$ cat src/assert_macros.svh
// Assertion macros shared by the keyboard typematic RTL.
// Each macro expects i_clk and i_rst_n to be visible where it is used.
`ifndef ASSERT_MACROS_SVH
`define ASSERT_MACROS_SVH

// Same-cycle implication, checked outside reset.
`define KBT_ASSERT_IMP(label, ante, cons, msg) \
    label: assert property (@(posedge i_clk) disable iff (!i_rst_n) (ante) |-> (cons)) \
        else $error(msg);

// Next-cycle implication, checked outside reset.
`define KBT_ASSERT_NXT(label, ante, cons, msg) \
    label: assert property (@(posedge i_clk) disable iff (!i_rst_n) (ante) |=> (cons)) \
        else $error(msg);

`endif

$ cat src/kbt_pkg.sv
// Package for the keyboard typematic block: key codes, character constants,
// register indexes and the types passed between modules. No dependencies.
`default_nettype none

package kbt_pkg;

    localparam int MAX_KEYS = 6;
    localparam int LIST_MAX = MAX_KEYS + 1;
    localparam int CNT_W    = $clog2(LIST_MAX + 1);
    localparam int IDX_W    = $clog2(LIST_MAX);
    localparam int SPEC_W   = 9;

    // Key codes of a result beat.
    localparam logic [3:0] KEY_CHAR  = 4'd0;
    localparam logic [3:0] KEY_ENTER = 4'd1;
    localparam logic [3:0] KEY_BKSP  = 4'd2;
    localparam logic [3:0] KEY_DEL   = 4'd3;
    localparam logic [3:0] KEY_ESC   = 4'd4;
    localparam logic [3:0] KEY_TAB   = 4'd5;
    localparam logic [3:0] KEY_UP    = 4'd6;
    localparam logic [3:0] KEY_DOWN  = 4'd7;
    localparam logic [3:0] KEY_LEFT  = 4'd8;
    localparam logic [3:0] KEY_RIGHT = 4'd9;

    // Modifier bit positions.
    localparam int MOD_CTRL  = 0;
    localparam int MOD_SHIFT = 1;
    localparam int MOD_FN    = 4;

    // Character constants.
    localparam logic [7:0] CH_SPACE    = 8'h20;
    localparam logic [7:0] CH_UPPER_A  = 8'h41;
    localparam logic [7:0] CH_UPPER_Z  = 8'h5A;
    localparam logic [7:0] CH_CASE_OFS = 8'd32;
    localparam logic [7:0] CH_BACKTICK = 8'h60;
    localparam logic [7:0] CH_TILDE    = 8'h7E;
    localparam logic [7:0] CH_SEMI     = 8'h3B;
    localparam logic [7:0] CH_COLON    = 8'h3A;
    localparam logic [7:0] CH_PERIOD   = 8'h2E;
    localparam logic [7:0] CH_GREATER  = 8'h3E;
    localparam logic [7:0] CH_COMMA    = 8'h2C;
    localparam logic [7:0] CH_LESS     = 8'h3C;
    localparam logic [7:0] CH_SLASH    = 8'h2F;
    localparam logic [7:0] CH_QUESTION = 8'h3F;

    // Configuration register indexes and reset values.
    localparam logic       REG_DELAY = 1'b0;
    localparam logic       REG_RATE  = 1'b1;
    localparam logic [15:0] RST_DELAY = 16'd500;
    localparam logic [15:0] RST_RATE  = 16'd50;

    // Decoded snapshot: special-key flags (bit b is key code b+1) and the
    // character list that takes part in press detection.
    typedef struct packed {
        logic [SPEC_W-1:0]              spec;
        logic [LIST_MAX-1:0][7:0]       cur;
        logic [CNT_W-1:0]               ncur;
    } t_scan;

    typedef struct packed {
        logic [3:0] key_code;
        logic [7:0] char_code;
        logic       is_repeat;
    } t_event;

endpackage

`default_nettype wire

$ cat src/kbt_scan_decode.sv
// Decodes one keyboard snapshot into special-key flags and a character list,
// applying the fn layer and the space rule. Depends on kbt_pkg.
`default_nettype none

module kbt_scan_decode
    import kbt_pkg::*;
(
    input  logic [4:0]  i_mods,
    input  logic        i_enter,
    input  logic        i_tab,
    input  logic        i_space,
    input  logic        i_del,
    input  logic [2:0]  i_count,
    input  logic [47:0] i_chars,
    output t_scan       o_scan
);

    always_comb begin
        logic       fn;
        logic [2:0] cnt_sat;
        logic [7:0] c;
        logic       has_space;
        logic       add_space;

        fn      = i_mods[MOD_FN];
        cnt_sat = (i_count > 3'(MAX_KEYS)) ? 3'(MAX_KEYS) : i_count;

        o_scan.spec = '0;
        has_space   = 1'b0;
        o_scan.spec[KEY_ENTER - 1] = i_enter;
        o_scan.spec[KEY_BKSP - 1]  = i_del & ~fn;
        o_scan.spec[KEY_DEL - 1]   = i_del & fn;
        o_scan.spec[KEY_TAB - 1]   = i_tab;

        for (int k = 0; k < MAX_KEYS; k++) begin
            c = i_chars[8*k +: 8];
            if (3'(k) < cnt_sat) begin
                if (fn) begin
                    case (c) inside
                        CH_BACKTICK, CH_TILDE: o_scan.spec[KEY_ESC - 1]   = 1'b1;
                        CH_SEMI, CH_COLON:     o_scan.spec[KEY_UP - 1]    = 1'b1;
                        CH_PERIOD, CH_GREATER: o_scan.spec[KEY_DOWN - 1]  = 1'b1;
                        CH_COMMA, CH_LESS:     o_scan.spec[KEY_LEFT - 1]  = 1'b1;
                        CH_SLASH, CH_QUESTION: o_scan.spec[KEY_RIGHT - 1] = 1'b1;
                        default: ;
                    endcase
                end else if (c == CH_SPACE) begin
                    has_space = 1'b1;
                end
            end
            // Slots past the count hold a space so the appended one lands
            // wherever the count ends.
            o_scan.cur[k] = (3'(k) < cnt_sat) ? c : CH_SPACE;
        end
        o_scan.cur[LIST_MAX-1] = CH_SPACE;

        add_space   = ~fn & i_space & ~has_space;
        o_scan.ncur = fn ? '0 : (CNT_W'(cnt_sat) + CNT_W'(add_space));
    end

endmodule

`default_nettype wire

$ cat src/keyboard_event_typematic_top.sv
// Top level of the keyboard event converter with typematic auto-repeat:
// sequencer, history, configuration and output register. Uses kbt_pkg,
// kbt_scan_decode and assert_macros.svh.
//
//   Channel   Handshake                  Payload
//   -------   -------------------------  ---------------------------------------
//   input     i_in_valid / o_in_stall    modifiers, key flags, chars, now_ms
//   output    o_out_valid / i_out_stall  key_code, char_code, mods, repeat, last
//   config    i_cfg_we                   i_cfg_idx, i_cfg_wdata (16 bit)
//
// A snapshot takes the beat, reports each rising special key, matches each
// listed character, runs the repeat timing check and flushes the last event,
// and an output stall can hold it. Unless the output stalls, the character
// phase matches one current character per cycle against all of the previous
// list at once; the repeat check runs both elapsed-time compares through a
// single 32-bit subtractor in consecutive cycles.
// Reset is synchronous and active low; it restores the register defaults and
// clears all history except the previous character bytes, which are only read
// below the previous count. A stalled output holds the sequencer whenever it
// has a new event ready and no room for the one it is holding back.
`default_nettype none

`include "assert_macros.svh"

module keyboard_event_typematic_top
    import kbt_pkg::*;
(
    input  logic        i_clk,
    input  logic        i_rst_n,
    // configuration
    input  logic        i_cfg_we,
    input  logic        i_cfg_idx,
    input  logic [15:0] i_cfg_wdata,
    // snapshot channel
    input  logic        i_in_valid,
    output logic        o_in_stall,
    input  logic [4:0]  i_in_modifiers,
    input  logic        i_enter_down,
    input  logic        i_tab_down,
    input  logic        i_space_down,
    input  logic        i_del_down,
    input  logic [2:0]  i_char_count,
    input  logic [47:0] i_chars_packed,
    input  logic [31:0] i_now_ms,
    // event channel
    output logic        o_out_valid,
    input  logic        i_out_stall,
    output logic [3:0]  o_key_code,
    output logic [7:0]  o_char_code,
    output logic [4:0]  o_ev_modifiers,
    output logic        o_is_repeat,
    output logic        o_last_event
);

    localparam logic [2:0] ST_IDLE  = 3'd0;
    localparam logic [2:0] ST_SPEC  = 3'd1;
    localparam logic [2:0] ST_CHAR  = 3'd2;
    localparam logic [2:0] ST_REP_A = 3'd3;
    localparam logic [2:0] ST_REP_B = 3'd4;
    localparam logic [2:0] ST_FLUSH = 3'd5;

    // Control state.
    logic [2:0]          r_state,      n_state;
    logic [15:0]         r_delay,      n_delay;
    logic [15:0]         r_rate,       n_rate;
    logic [SPEC_W-1:0]   r_prev_spec,  n_prev_spec;
    logic [CNT_W-1:0]    r_prev_total, n_prev_total;
    logic [3:0]          r_held_code,  n_held_code;
    logic [7:0]          r_held_char,  n_held_char;
    logic                r_holding,    n_holding;
    logic [31:0]         r_hold_start, n_hold_start;
    logic [31:0]         r_last_rep,   n_last_rep;
    logic                r_pend_valid, n_pend_valid;
    logic                r_out_valid,  n_out_valid;

    // Working registers of the current snapshot.
    logic [4:0]             r_mods,   n_mods;
    logic [31:0]            r_now,    n_now;
    logic [SPEC_W-1:0]      r_spec,   n_spec;
    logic [SPEC_W-1:0]      r_rise,   n_rise;
    logic [LIST_MAX-1:0][7:0] r_cur,  n_cur;
    logic [CNT_W-1:0]       r_ncur,   n_ncur;
    logic [CNT_W-1:0]       r_idx,    n_idx;
    logic [LIST_MAX-1:0]    r_used,   n_used;
    logic                   r_dly_ok, n_dly_ok;
    t_event                 r_pend,   n_pend;
    t_event                 r_out,    n_out;
    logic [4:0]             r_out_mods, n_out_mods;
    logic                   r_out_last, n_out_last;

    // Previous character list; entries are only read below r_prev_total.
    logic [7:0] r_prev_list [LIST_MAX];

    t_scan scan;

    kbt_scan_decode u_decode (
        .i_mods  (i_in_modifiers),
        .i_enter (i_enter_down),
        .i_tab   (i_tab_down),
        .i_space (i_space_down),
        .i_del   (i_del_down),
        .i_count (i_char_count),
        .i_chars (i_chars_packed),
        .o_scan  (scan)
    );

    assign o_in_stall = (r_state != ST_IDLE);

    logic in_accept;
    logic out_free;
    logic can_emit;

    assign in_accept = i_in_valid & ~o_in_stall;
    // The output register can take a new beat this cycle.
    assign out_free  = ~r_out_valid | ~i_out_stall;
    // One event is always held back until it is known whether it is the last.
    assign can_emit  = ~r_pend_valid | out_free;

    // Lowest rising special key still to report.
    logic [3:0] rise_code;
    always_comb begin
        rise_code = KEY_CHAR;
        for (int i = SPEC_W - 1; i >= 0; i--) begin
            if (r_rise[i]) begin
                rise_code = 4'(i + 1);
            end
        end
    end

    // Compare bank: current character against every previous entry.
    logic [IDX_W-1:0]     cur_sel;
    logic [7:0]           cur_c;
    logic [LIST_MAX-1:0]  hit_first;
    logic                 hit_any;
    logic [7:0]           cur_low;

    assign cur_sel = (r_idx == r_ncur) ? '0 : r_idx[IDX_W-1:0];
    assign cur_c   = r_cur[cur_sel];

    always_comb begin
        hit_first = '0;
        hit_any   = 1'b0;
        for (int j = LIST_MAX - 1; j >= 0; j--) begin
            if ((CNT_W'(j) < r_prev_total) && !r_used[j] && (r_prev_list[j] == cur_c)) begin
                hit_first    = '0;
                hit_first[j] = 1'b1;
                hit_any      = 1'b1;
            end
        end
    end

    // Ctrl without shift reports capitals in lower case.
    assign cur_low = (r_mods[MOD_CTRL] && !r_mods[MOD_SHIFT] &&
                      cur_c >= CH_UPPER_A && cur_c <= CH_UPPER_Z)
                     ? (cur_c + CH_CASE_OFS) : cur_c;

    // Whether the held key is still down in this snapshot.
    logic still_held;
    logic any_held;
    always_comb begin
        still_held = 1'b0;
        if (r_held_code == KEY_CHAR) begin
            for (int j = 0; j < LIST_MAX; j++) begin
                if ((CNT_W'(j) < r_ncur) && (r_cur[j] == r_held_char)) begin
                    still_held = 1'b1;
                end
            end
        end else begin
            still_held = r_spec[r_held_code - 4'd1];
        end
    end
    assign any_held = (r_spec != '0) || (r_ncur != '0);

    // Shared elapsed-time unit: delay check in REP_A, rate check in REP_B.
    logic [31:0] sub_b;
    logic [31:0] elapsed;
    logic [15:0] limit;
    logic        elapsed_ok;

    assign sub_b      = (r_state == ST_REP_A) ? r_hold_start : r_last_rep;
    assign limit      = (r_state == ST_REP_A) ? r_delay : r_rate;
    assign elapsed    = r_now - sub_b;
    assign elapsed_ok = (elapsed >= {16'd0, limit});

    always_comb begin
        logic   do_emit;
        logic   fresh;
        t_event ev;

        n_state      = r_state;
        n_delay      = r_delay;
        n_rate       = r_rate;
        n_prev_spec  = r_prev_spec;
        n_prev_total = r_prev_total;
        n_held_code  = r_held_code;
        n_held_char  = r_held_char;
        n_holding    = r_holding;
        n_hold_start = r_hold_start;
        n_last_rep   = r_last_rep;
        n_pend_valid = r_pend_valid;
        n_out_valid  = r_out_valid;
        n_mods       = r_mods;
        n_now        = r_now;
        n_spec       = r_spec;
        n_rise       = r_rise;
        n_cur        = r_cur;
        n_ncur       = r_ncur;
        n_idx        = r_idx;
        n_used       = r_used;
        n_dly_ok     = r_dly_ok;
        n_pend       = r_pend;
        n_out        = r_out;
        n_out_mods   = r_out_mods;
        n_out_last   = r_out_last;

        do_emit = 1'b0;
        fresh   = 1'b0;
        ev      = '0;

        if (r_out_valid && !i_out_stall) begin
            n_out_valid = 1'b0;
        end

        if (i_cfg_we) begin
            unique case (i_cfg_idx)
                REG_DELAY: n_delay = i_cfg_wdata;
                REG_RATE:  n_rate  = i_cfg_wdata;
                default: ;
            endcase
        end

        unique case (r_state)
            ST_IDLE: begin
                if (in_accept) begin
                    n_mods      = i_in_modifiers;
                    n_now       = i_now_ms;
                    n_spec      = scan.spec;
                    n_rise      = scan.spec & ~r_prev_spec;
                    n_prev_spec = scan.spec;
                    n_cur       = scan.cur;
                    n_ncur      = scan.ncur;
                    n_idx       = '0;
                    n_used      = '0;
                    n_state     = ST_SPEC;
                end
            end
            ST_SPEC: begin
                if (r_rise == '0) begin
                    n_state = ST_CHAR;
                end else if (can_emit) begin
                    do_emit      = 1'b1;
                    fresh        = 1'b1;
                    ev.key_code  = rise_code;
                    ev.char_code = 8'd0;
                    ev.is_repeat = 1'b0;
                    n_rise       = r_rise & (r_rise - 1'b1);
                end
            end
            ST_CHAR: begin
                if (r_idx == r_ncur) begin
                    n_state = r_pend_valid ? ST_FLUSH : ST_REP_A;
                end else if (hit_any) begin
                    n_used = r_used | hit_first;
                    n_idx  = r_idx + 1'b1;
                end else if (can_emit) begin
                    do_emit      = 1'b1;
                    fresh        = 1'b1;
                    ev.key_code  = KEY_CHAR;
                    ev.char_code = cur_low;
                    ev.is_repeat = 1'b0;
                    n_idx        = r_idx + 1'b1;
                end
            end
            ST_REP_A: begin
                n_state = ST_FLUSH;
                if (r_holding) begin
                    if (!any_held || !still_held) begin
                        n_holding = 1'b0;
                    end else if (r_held_code != KEY_ENTER && r_held_code != KEY_ESC &&
                                 r_held_code != KEY_TAB) begin
                        n_dly_ok = elapsed_ok;
                        n_state  = ST_REP_B;
                    end
                end
            end
            ST_REP_B: begin
                if (r_dly_ok && elapsed_ok) begin
                    do_emit      = 1'b1;
                    ev.key_code  = r_held_code;
                    ev.char_code = r_held_char;
                    ev.is_repeat = 1'b1;
                    n_last_rep   = r_now;
                end
                n_state = ST_FLUSH;
            end
            ST_FLUSH: begin
                n_prev_total = r_ncur;
                if (!r_pend_valid) begin
                    n_state = ST_IDLE;
                end else if (out_free) begin
                    n_out_valid  = 1'b1;
                    n_out        = r_pend;
                    n_out_mods   = r_mods;
                    n_out_last   = 1'b1;
                    n_pend_valid = 1'b0;
                    n_state      = ST_IDLE;
                end
            end
            default: n_state = ST_IDLE;
        endcase

        // A new event pushes the one held back out to the output register.
        if (do_emit) begin
            if (r_pend_valid) begin
                n_out_valid = 1'b1;
                n_out       = r_pend;
                n_out_mods  = r_mods;
                n_out_last  = 1'b0;
            end
            n_pend       = ev;
            n_pend_valid = 1'b1;
        end

        // A fresh press becomes the held key and restarts its timing.
        if (fresh) begin
            n_held_code  = ev.key_code;
            n_held_char  = ev.char_code;
            n_holding    = 1'b1;
            n_hold_start = r_now;
            n_last_rep   = r_now;
        end
    end

    always_ff @(posedge i_clk) begin
        if (!i_rst_n) begin
            r_state      <= ST_IDLE;
            r_delay      <= RST_DELAY;
            r_rate       <= RST_RATE;
            r_prev_spec  <= '0;
            r_prev_total <= '0;
            r_held_code  <= KEY_CHAR;
            r_held_char  <= 8'd0;
            r_holding    <= 1'b0;
            r_hold_start <= 32'd0;
            r_last_rep   <= 32'd0;
            r_pend_valid <= 1'b0;
            r_out_valid  <= 1'b0;
        end else begin
            r_state      <= n_state;
            r_delay      <= n_delay;
            r_rate       <= n_rate;
            r_prev_spec  <= n_prev_spec;
            r_prev_total <= n_prev_total;
            r_held_code  <= n_held_code;
            r_held_char  <= n_held_char;
            r_holding    <= n_holding;
            r_hold_start <= n_hold_start;
            r_last_rep   <= n_last_rep;
            r_pend_valid <= n_pend_valid;
            r_out_valid  <= n_out_valid;
        end
    end

    always_ff @(posedge i_clk) begin
        r_mods     <= n_mods;
        r_now      <= n_now;
        r_spec     <= n_spec;
        r_rise     <= n_rise;
        r_cur      <= n_cur;
        r_ncur     <= n_ncur;
        r_idx      <= n_idx;
        r_used     <= n_used;
        r_dly_ok   <= n_dly_ok;
        r_pend     <= n_pend;
        r_out      <= n_out;
        r_out_mods <= n_out_mods;
        r_out_last <= n_out_last;
    end

    // The current list becomes history once the snapshot is finished.
    always_ff @(posedge i_clk) begin
        if (r_state == ST_FLUSH) begin
            for (int k = 0; k < LIST_MAX; k++) begin
                if (CNT_W'(k) < r_ncur) begin
                    r_prev_list[k] <= r_cur[k];
                end
            end
        end
    end

    assign o_out_valid    = r_out_valid;
    assign o_key_code     = r_out.key_code;
    assign o_char_code    = r_out.char_code;
    assign o_is_repeat    = r_out.is_repeat;
    assign o_ev_modifiers = r_out_mods;
    assign o_last_event   = r_out_last;

    `KBT_ASSERT_NXT(a_accept_starts, in_accept, r_state == ST_SPEC, "accepted beat did not start")
    `KBT_ASSERT_IMP(a_idle_no_pend, r_state == ST_IDLE, !r_pend_valid, "event left behind at idle")
    `KBT_ASSERT_IMP(a_idx_bound, r_state == ST_CHAR, r_idx <= r_ncur, "char index past list")
    `KBT_ASSERT_IMP(a_repeat_holding, r_pend_valid && r_pend.is_repeat, r_holding, "repeat without held key")
    `KBT_ASSERT_IMP(a_repeat_alone, o_out_valid && o_is_repeat, o_last_event, "repeat not the only event")

endmodule

`default_nettype wire
$ cat config.mk
export PLATFORM = sky130hd
export DESIGN_NAME = keyboard_event_typematic_top
export DESIGN_NICKNAME = d
export VERILOG_FILES = /design/src/kbt_pkg.sv /design/src/kbt_scan_decode.sv /design/src/keyboard_event_typematic_top.sv
export VERILOG_INCLUDE_DIRS = /design/src /design/src/src
export SDC_FILE = /design/constraint.sdc
export NUM_CORES = 1
export LEC_CHECK = 0
export BUFFER_PORTS_ARGS = -buffer_cell sky130_fd_sc_hd__buf_2
export CAP_MARGIN = 10
export CORE_MARGIN = 1.5
export CORE_UTILIZATION = 61
export CTS_CLUSTER_DIAMETER = 120
export DETAILED_ROUTE_END_ITERATION = 16
export PLACE_DENSITY = 0.77
export SYNTH_ARGS = -nofsm -noshare
export SYNTH_HDL_FRONTEND = slang
export SYNTH_SLANG_ARGS = --single-unit
export TNS_END_PERCENT = 50
$ cat constraint.sdc
create_clock -name i_clk -period 8.45 [get_ports i_clk]
set_input_delay 0.845 -clock i_clk [delete_from_list [all_inputs] [get_ports i_clk]]
set_output_delay 0.845 -clock i_clk [all_outputs]
set_load 0.005 [all_outputs]
---- Yosys cells after proc, flatten, opt, wreduce, memory -nomap -nowiden ----
Memory sizes are Yosys's and may differ from the RTL's.
Cells that the tools add are included.
storage, ports and cells
  bits in registers ....................... 275
  memory bits (writable) .................. 56
  bits of input ports ..................... 114
  output and inout port bits .............. 21
  word-level logic and storage cells ...... 538
  memories ................................ 1
memory list
  name         depth  width  rd ports  clocked after Yosys merged registers in  write ports  line                                RTL
  r_prev_list  7      8      7         0                                        7            keyboard_event_typematic_top.sv:92  logic [7:0] r_prev_list [LIST_MAX];
cells by class
  add/subtract/negate cells ............... 6
  order comparisons ....................... 26
  equal/unequal tests ..................... 98
  multiplexer cells ....................... 262
  bitwise gates (word level) .............. 19
  reduce and logical (&&, ||, !) cells .... 92
operators with widths
  operator                                             number
  equality test 8 x 6 -> 1 bit, second input constant  54
  2-to-1 mux 1 bit                                     184
  2-to-1 mux 32 bit                                    4
  equality test 8 bit                                  13
  2-to-1 mux 13 bit                                    8
  equality test 8 x 7 -> 1 bit, second input constant  12
  2-to-1 mux 4 bit                                     21
  2-to-1 mux 7 bit                                     10
  OR reduction 2 bit                                   30
  2-to-1 mux 9 bit                                     6
  one-hot mux 13 bit (3 select lines)                  1
  2-to-1 mux 3 bit                                     12
  >= comparator 32 x 16 -> 1 bit                       1
  subtractor 32 bit                                    1
  logical AND 1 bit                                    28
  2-to-1 mux 5 bit                                     5
  binary-select mux 8 bit (select 3 bit)               1
  < comparator 3 bit, first input constant             8
  AND reduction 4 bit                                  5
  AND 9 bit                                            2
  < comparator 1 x 3 -> 1 bit, first input constant    6
  < comparator 2 x 3 -> 1 bit, first input constant    6
  one-hot mux 3 bit (6 select lines)                   1
  one-hot mux 9 bit (2 select lines)                   1
  other kinds (40)                                     83

---- Depth between registers and ports, before layout ----
  word-level depth ........................ 47
  gate-level depth with buffers ........... 27
  gate-level depth less buffers ........... 22

---- Hierarchy ----
A second synthesis with hierarchy kept.
second synthesis, totals
  cell total of the unflattened synthesis .. 1784
  area total of the unflattened synthesis .. 18251.3 sq um
modules (own cells, without submodules)
  module                        times used  cells each  area each (sq um)
  keyboard_event_typematic_top  1           1600        16988.8
  kbt_scan_decode               1           184         1262.5

---- Worst setup path before layout ----
No wires, ideal clock.
  path type ............................... register -> register
  start ................................... register r_state[2]
  end ..................................... register with a tool-made name
  arrival time ............................ 5.890 ns
  required time ........................... 8.029 ns
  setup slack ............................. 2.140 ns
  stages on the path, launching flop included .. 27
  buffers on the path ..................... 5
  path through ............................ dfxtp_1 clkbuf_1 nand3b_1 clkbuf_1 buf_1 mux2i_1 ha_1 nor2b_1 o2111ai_1 nand2_1 a21oi_1 o21bai_1 a31oi_1 o21ai_0 xor2_1 ha_1 nand4_1 nor2_1 a221oi_1 o211ai_1 nor4_1 nand4_1 and4_1 buf_2 nor2_8 buf_4 a21boi_0
RTL lines
  item                    line                                 RTL
  start, declared         keyboard_event_typematic_top.sv:63   logic [2:0] r_state, n_state;
  start signal, assigned  keyboard_event_typematic_top.sv:349  r_state <= n_state;

---- Worst setup path in the final report ----
  start ................................... register r_state[2]
  end ..................................... register r_pend[10] (netlist bit), enable pin
between the ends
  word-level cells in the longest chain between the ends .. 7
  elaborated cells between the ends (all ways) .. 11
  those cells by class .................... add/sub: 1; order compare: 1; eq/ne: 4; mux: 4; reduce/logical: 1
ends and longest elaborated chain
  item                                    line                                                                      RTL
  equality test 3 x 2 -> 1 bit (*)        keyboard_event_typematic_top.sv:180, keyboard_event_typematic_top.sv:181
  2-to-1 mux 32 bit                       keyboard_event_typematic_top.sv:180                                       assign sub_b = (r_state == ST_REP_A) ? r_hold_start : r_last_rep;
  subtractor 32 bit                       keyboard_event_typematic_top.sv:182                                       assign elapsed = r_now - sub_b;
  >= comparator 32 x 16 -> 1 bit (*)      keyboard_event_typematic_top.sv:183                                       assign elapsed_ok = (elapsed >= {16'd0, limit});
  via elapsed_ok                          keyboard_event_typematic_top.sv:178                                       logic elapsed_ok;
  logical AND 1 bit (*)                   keyboard_event_typematic_top.sv:287                                       if (r_dly_ok && elapsed_ok) begin
  2-to-1 mux 1 bit (*)                    keyboard_event_typematic_top.sv:287
  one-hot mux 1 bit (3 select lines) (*)  keyboard_event_typematic_top.sv:232                                       unique case (r_state)
  end signal, assigned                    keyboard_event_typematic_top.sv:374                                       r_pend <= n_pend;
  end, declared                           keyboard_event_typematic_top.sv:86                                        t_event r_pend, n_pend;
Mark *: on every way through the listed nets, which the timed path passes. The rest lies on a longest branch.
A chain may end at the register's enable or synchronous reset.

==> results summary <==
The run finished with clean final reports. The min-delay analysis places its worst path in the category reg -> reg. Counting every net in the synthesized netlist gives 2006. The first detailed-routing pass ran for 6 iterations. The register bit total from synthesis is 323.

The element type at the critical path end is a register. The overall die area is ~0.03 sq mm. The yosys synthesis warning count is 0. The net count of the finished layout is 2073. The adder and majority cell fraction of the synthesized area is 0.0382.

After clock tree synthesis, the clock-pin slew on the worst setup and hold paths is 60 ps. The measured slew at the worst slew-check pin is 1290 ps. The post-CTS setup buffer count came out at 0. For this design the ratio of total power to cell area is 383 mW/mm^2. The detailed router finished its first iteration with approximately 1600 violations.

The overall global routing resource usage is 0.309. The post-route setup TNS came out at 0 ps. The first-pass GRT wire length came out at 74600 microns. The area added between synthesis and finish is 10.9%. The global routing stage identified its most utilized layer as met1. The time the worst path needs with I/O delays and setup is 7270 ps. The pre-CTS worst setup slack came out at 1370 ps. The static leakage is 7.80 nW. The synthesized instance count is 1838. The clock latency of the later-clocked register in the worst-skew pair came out at 520 ps. The distinct cell type count of the synthesized netlist came out at 84. The number of routed nets with antenna violations is 0. Summed over all instances, the cell type with the most area after synthesis is edfxtp_1. The total of cells resized after clock tree synthesis came out at 0. The via count of the first global-routing pass is between 10000 and 15000. The overall routed net length came out at between 40000 and 50000 microns.

The total via count after detailed routing is 14584. The row count is 62. The count of boundary I/O pins is 135.

The estimated wirelength of the detail-placed design is 33700 microns. The number of antenna violations at the first check in global routing came out at 0. The initial core utilization came out at 0.621. The worst setup path is launched from a register.

The weighted congestion at the end of routability-driven global placement came out at 0.950. The share of flip-flops with an asynchronous set or reset after synthesis is 0. The post-detailed-route via-to-cell ratio is around 6.3.

The number of DRC violations after detailed routing came out at 0. The met1 capacity usage during global routing came out at 0.470. The met2 track utilization from global routing is 0.451.

The worst vdd rail ir drop is 253 uV. Final hold analysis gives a worst-case slack of 453 ps. The die boundary height came out at 174 microns. Of the total synthesized cell area, the portion taken by AND, OR, NAND and NOR gates is 0.180. The post-synthesis compound-gate area fraction is 0.154. The share of the yosys chip area belonging to registers is 0.472. CTS built an H-tree with a depth of 2. The tool flagged a number of max-cap violations equal to 0.

The hold buffer count at cts came out at 0. The worst endpoint data arrival time is ~7400 ps. The average wire per standard cell is 20.4 microns.

The share of layout cells above drive strength 1 came out at 0.124. The placeable core area is ~0.029 sq mm. The number of flops mapped to enable cells by yosys came out at 197. Summed over all layers, the global routing overflow is 0. The type of the setup path with the least slack is reg -> reg. The global-route track usage on met3 is 0.0612.

The maximum fanout encountered on the critical timing path is 43. The number of buffers on the longest clock path is 3. The number of antenna cells inserted is 0. The horizontal extent of the die came out at 174 microns. The combinational family with the most area after synthesis is simple AND/OR/NAND/NOR gates.

In the synthesized netlist the dominant register cell turns out to be edfxtp_1. The final number of max-transition violations came out at 0. The total count of hold-check failures in the final report came out at 0. TritonCTS built the clock tree. The highest attainable clock frequency is 138 MHz. The tree is rooted in a clkbuf_16. The average cell area after synthesis came out at 9.73 sq um. Setup repair after global routing left no endpoint under its margin. The mapped netlist covers around 0.018 sq mm.

The count of final setup violators is 0. The share of synthesized area in the top cell type comes to 0.331. The multiplexer area fraction after synthesis came out at 0.0608. Counting the fill cells in the layout gives 2232.

Entering global routing, the biggest net connects 83 pins. The final critical-path share of the clock period came out at 0.860. Clock skew on the completed layout was measured at about 16 ps. The worst endpoint required time is about 8600 ps. The count of clock tree sinks came out at approximately 320. The max-slew headroom at the worst pin is 0.138. The total clock buffers created by CTS is 37. The count of buffers added on input and output ports is approximately 130.

Once routing completed, OpenROAD measured the worst setup slack at approximately 1200 ps. The xor and xnor area share after synthesis came out at 0.0544. In the post-synthesis netlist, the biggest area contributors are edfxtp_1 (33%), dfxtp_1 (14%), nand2_1 (5.8%).
kinds of logic (layout without fill, tap and decap cells):
logic type	Yosys count	count (layout)
buffers and inverters	173	267
and+or+nand+nor	660	660
DFF	323	323
xor gates and xnor gates	108	108
muxes	107	107
adders and majority gates	54	54
AOI/OAI and AO/OA	413	413
Yosys cell counts (23+ instances only):
cell,count
and2_1,24
nand2_1,278
nor3_1,38
buf_2,23
nand4_1,30
nor2b_1,31
o21ai_0,77
mux2i_1,94
xor2_1,62
ha_1,53
a31oi_1,29
clkbuf_1,75
nand3_1,66
inv_1,54
edfxtp_1,197
nor2_1,83
dfxtp_1,126
xnor2_1,44
a21oi_1,114
final cells by class:
cell class	count	area, sq um	area share
clock inverter	16	173	0.00871
timing repair buffer	145	756	0.0381
sequential	323	8440	0.426
tap	384	480	0.0242
multi-input combinational	1342	8730	0.440
inverter	56	213	0.0107
clock buffer	50	1030	0.0522
per-stage QoR:
step	cells	utilization	area (sq um)	total power [W]
2_1_floorplan	1838	-	17900	0.00511
3_3_place_gp	2250	0.647	18600	0.00587
3_5_place_dp	2250	0.647	18600	0.00594
4_1_cts	2316	0.689	19800	0.00755
5_1_grt	2316	0.689	19800	0.00806
6_report	2316	0.689	19800	0.00760
registers in the layout, summed over array words and instances (netlist names), named ones only:
register,flops
o_out_valid,1
r_cur,48
r_delay,16
r_dly_ok,1
r_held_char,8
r_held_code,4
r_hold_start,32
r_holding,1
r_idx,3
r_last_rep,32
r_mods,5
r_ncur,3
r_now,32
r_pend,13
r_pend_valid,1
r_prev_list,48
r_prev_spec,9
r_prev_total,3
r_rate,16
r_rise,9
r_spec,9
r_state,3
r_used,7
critical path, stage by stage, from the launching register on:
cell	delay, ps
dfxtp_1	470
nand3b_1	180
buf_4	510
mux2_2	270
ha_1	160
inv_1	60
fa_1	400
a21o_1	200
a221oi_2	470
o22ai_1	200
a21oi_1	280
xnor2_1	160
ha_1	260
nor2b_1	130
o21ai_0	230
nand4_1	120
a2111oi_0	440
o211ai_1	160
nor4_1	330
nand4_1	160
and4_1	460
nor2_8	740
inv_2	490
worst paths after layout:
kind	startpoint	end	slack [ps]	cells after the start
max	r_state[2]	r_pend[10]	1180	22
min reg2reg	r_delay[3]	r_delay[3]	450	2
min	r_delay[3]	r_delay[3]	450	2
max reg2reg	r_state[2]	r_pend[10]	1180	22
cells in the final DEF, fill, tap and decap left out, types with 30 or more instances in the layout:
cell,instances
ha_1,53
a21oi_1,114
edfxtp_1,197
nand4_1,30
nor2_1,83
nor2b_1,31
dfxtp_1,126
nand2_1,278
nand3_1,66
nor3_1,38
buf_2,133
xor2_1,62
clkbuf_16,37
inv_1,53
mux2i_1,94
o21ai_0,77
xnor2_1,44
report_power, final:
group | total (W) | switching (W) | internal, W
clock | 0.00158 | 0.000630 | 0.000953
combinational | 0.00339 | 0.00211 | 0.00128
sequential | 0.00263 | 0.000430 | 0.00220
layer usage:
| layer | vias up | share of wire |
|---|---|---|
| li1 | 6888 | - |
| met1 | 6903 | 0.45 |
| met2 | 711 | 0.42 |
| met3 | 82 | 0.11 |
| met4 | 0 | 0.021 |
| met5 | - | 0 |
Power figures use the tool's default switching activity.
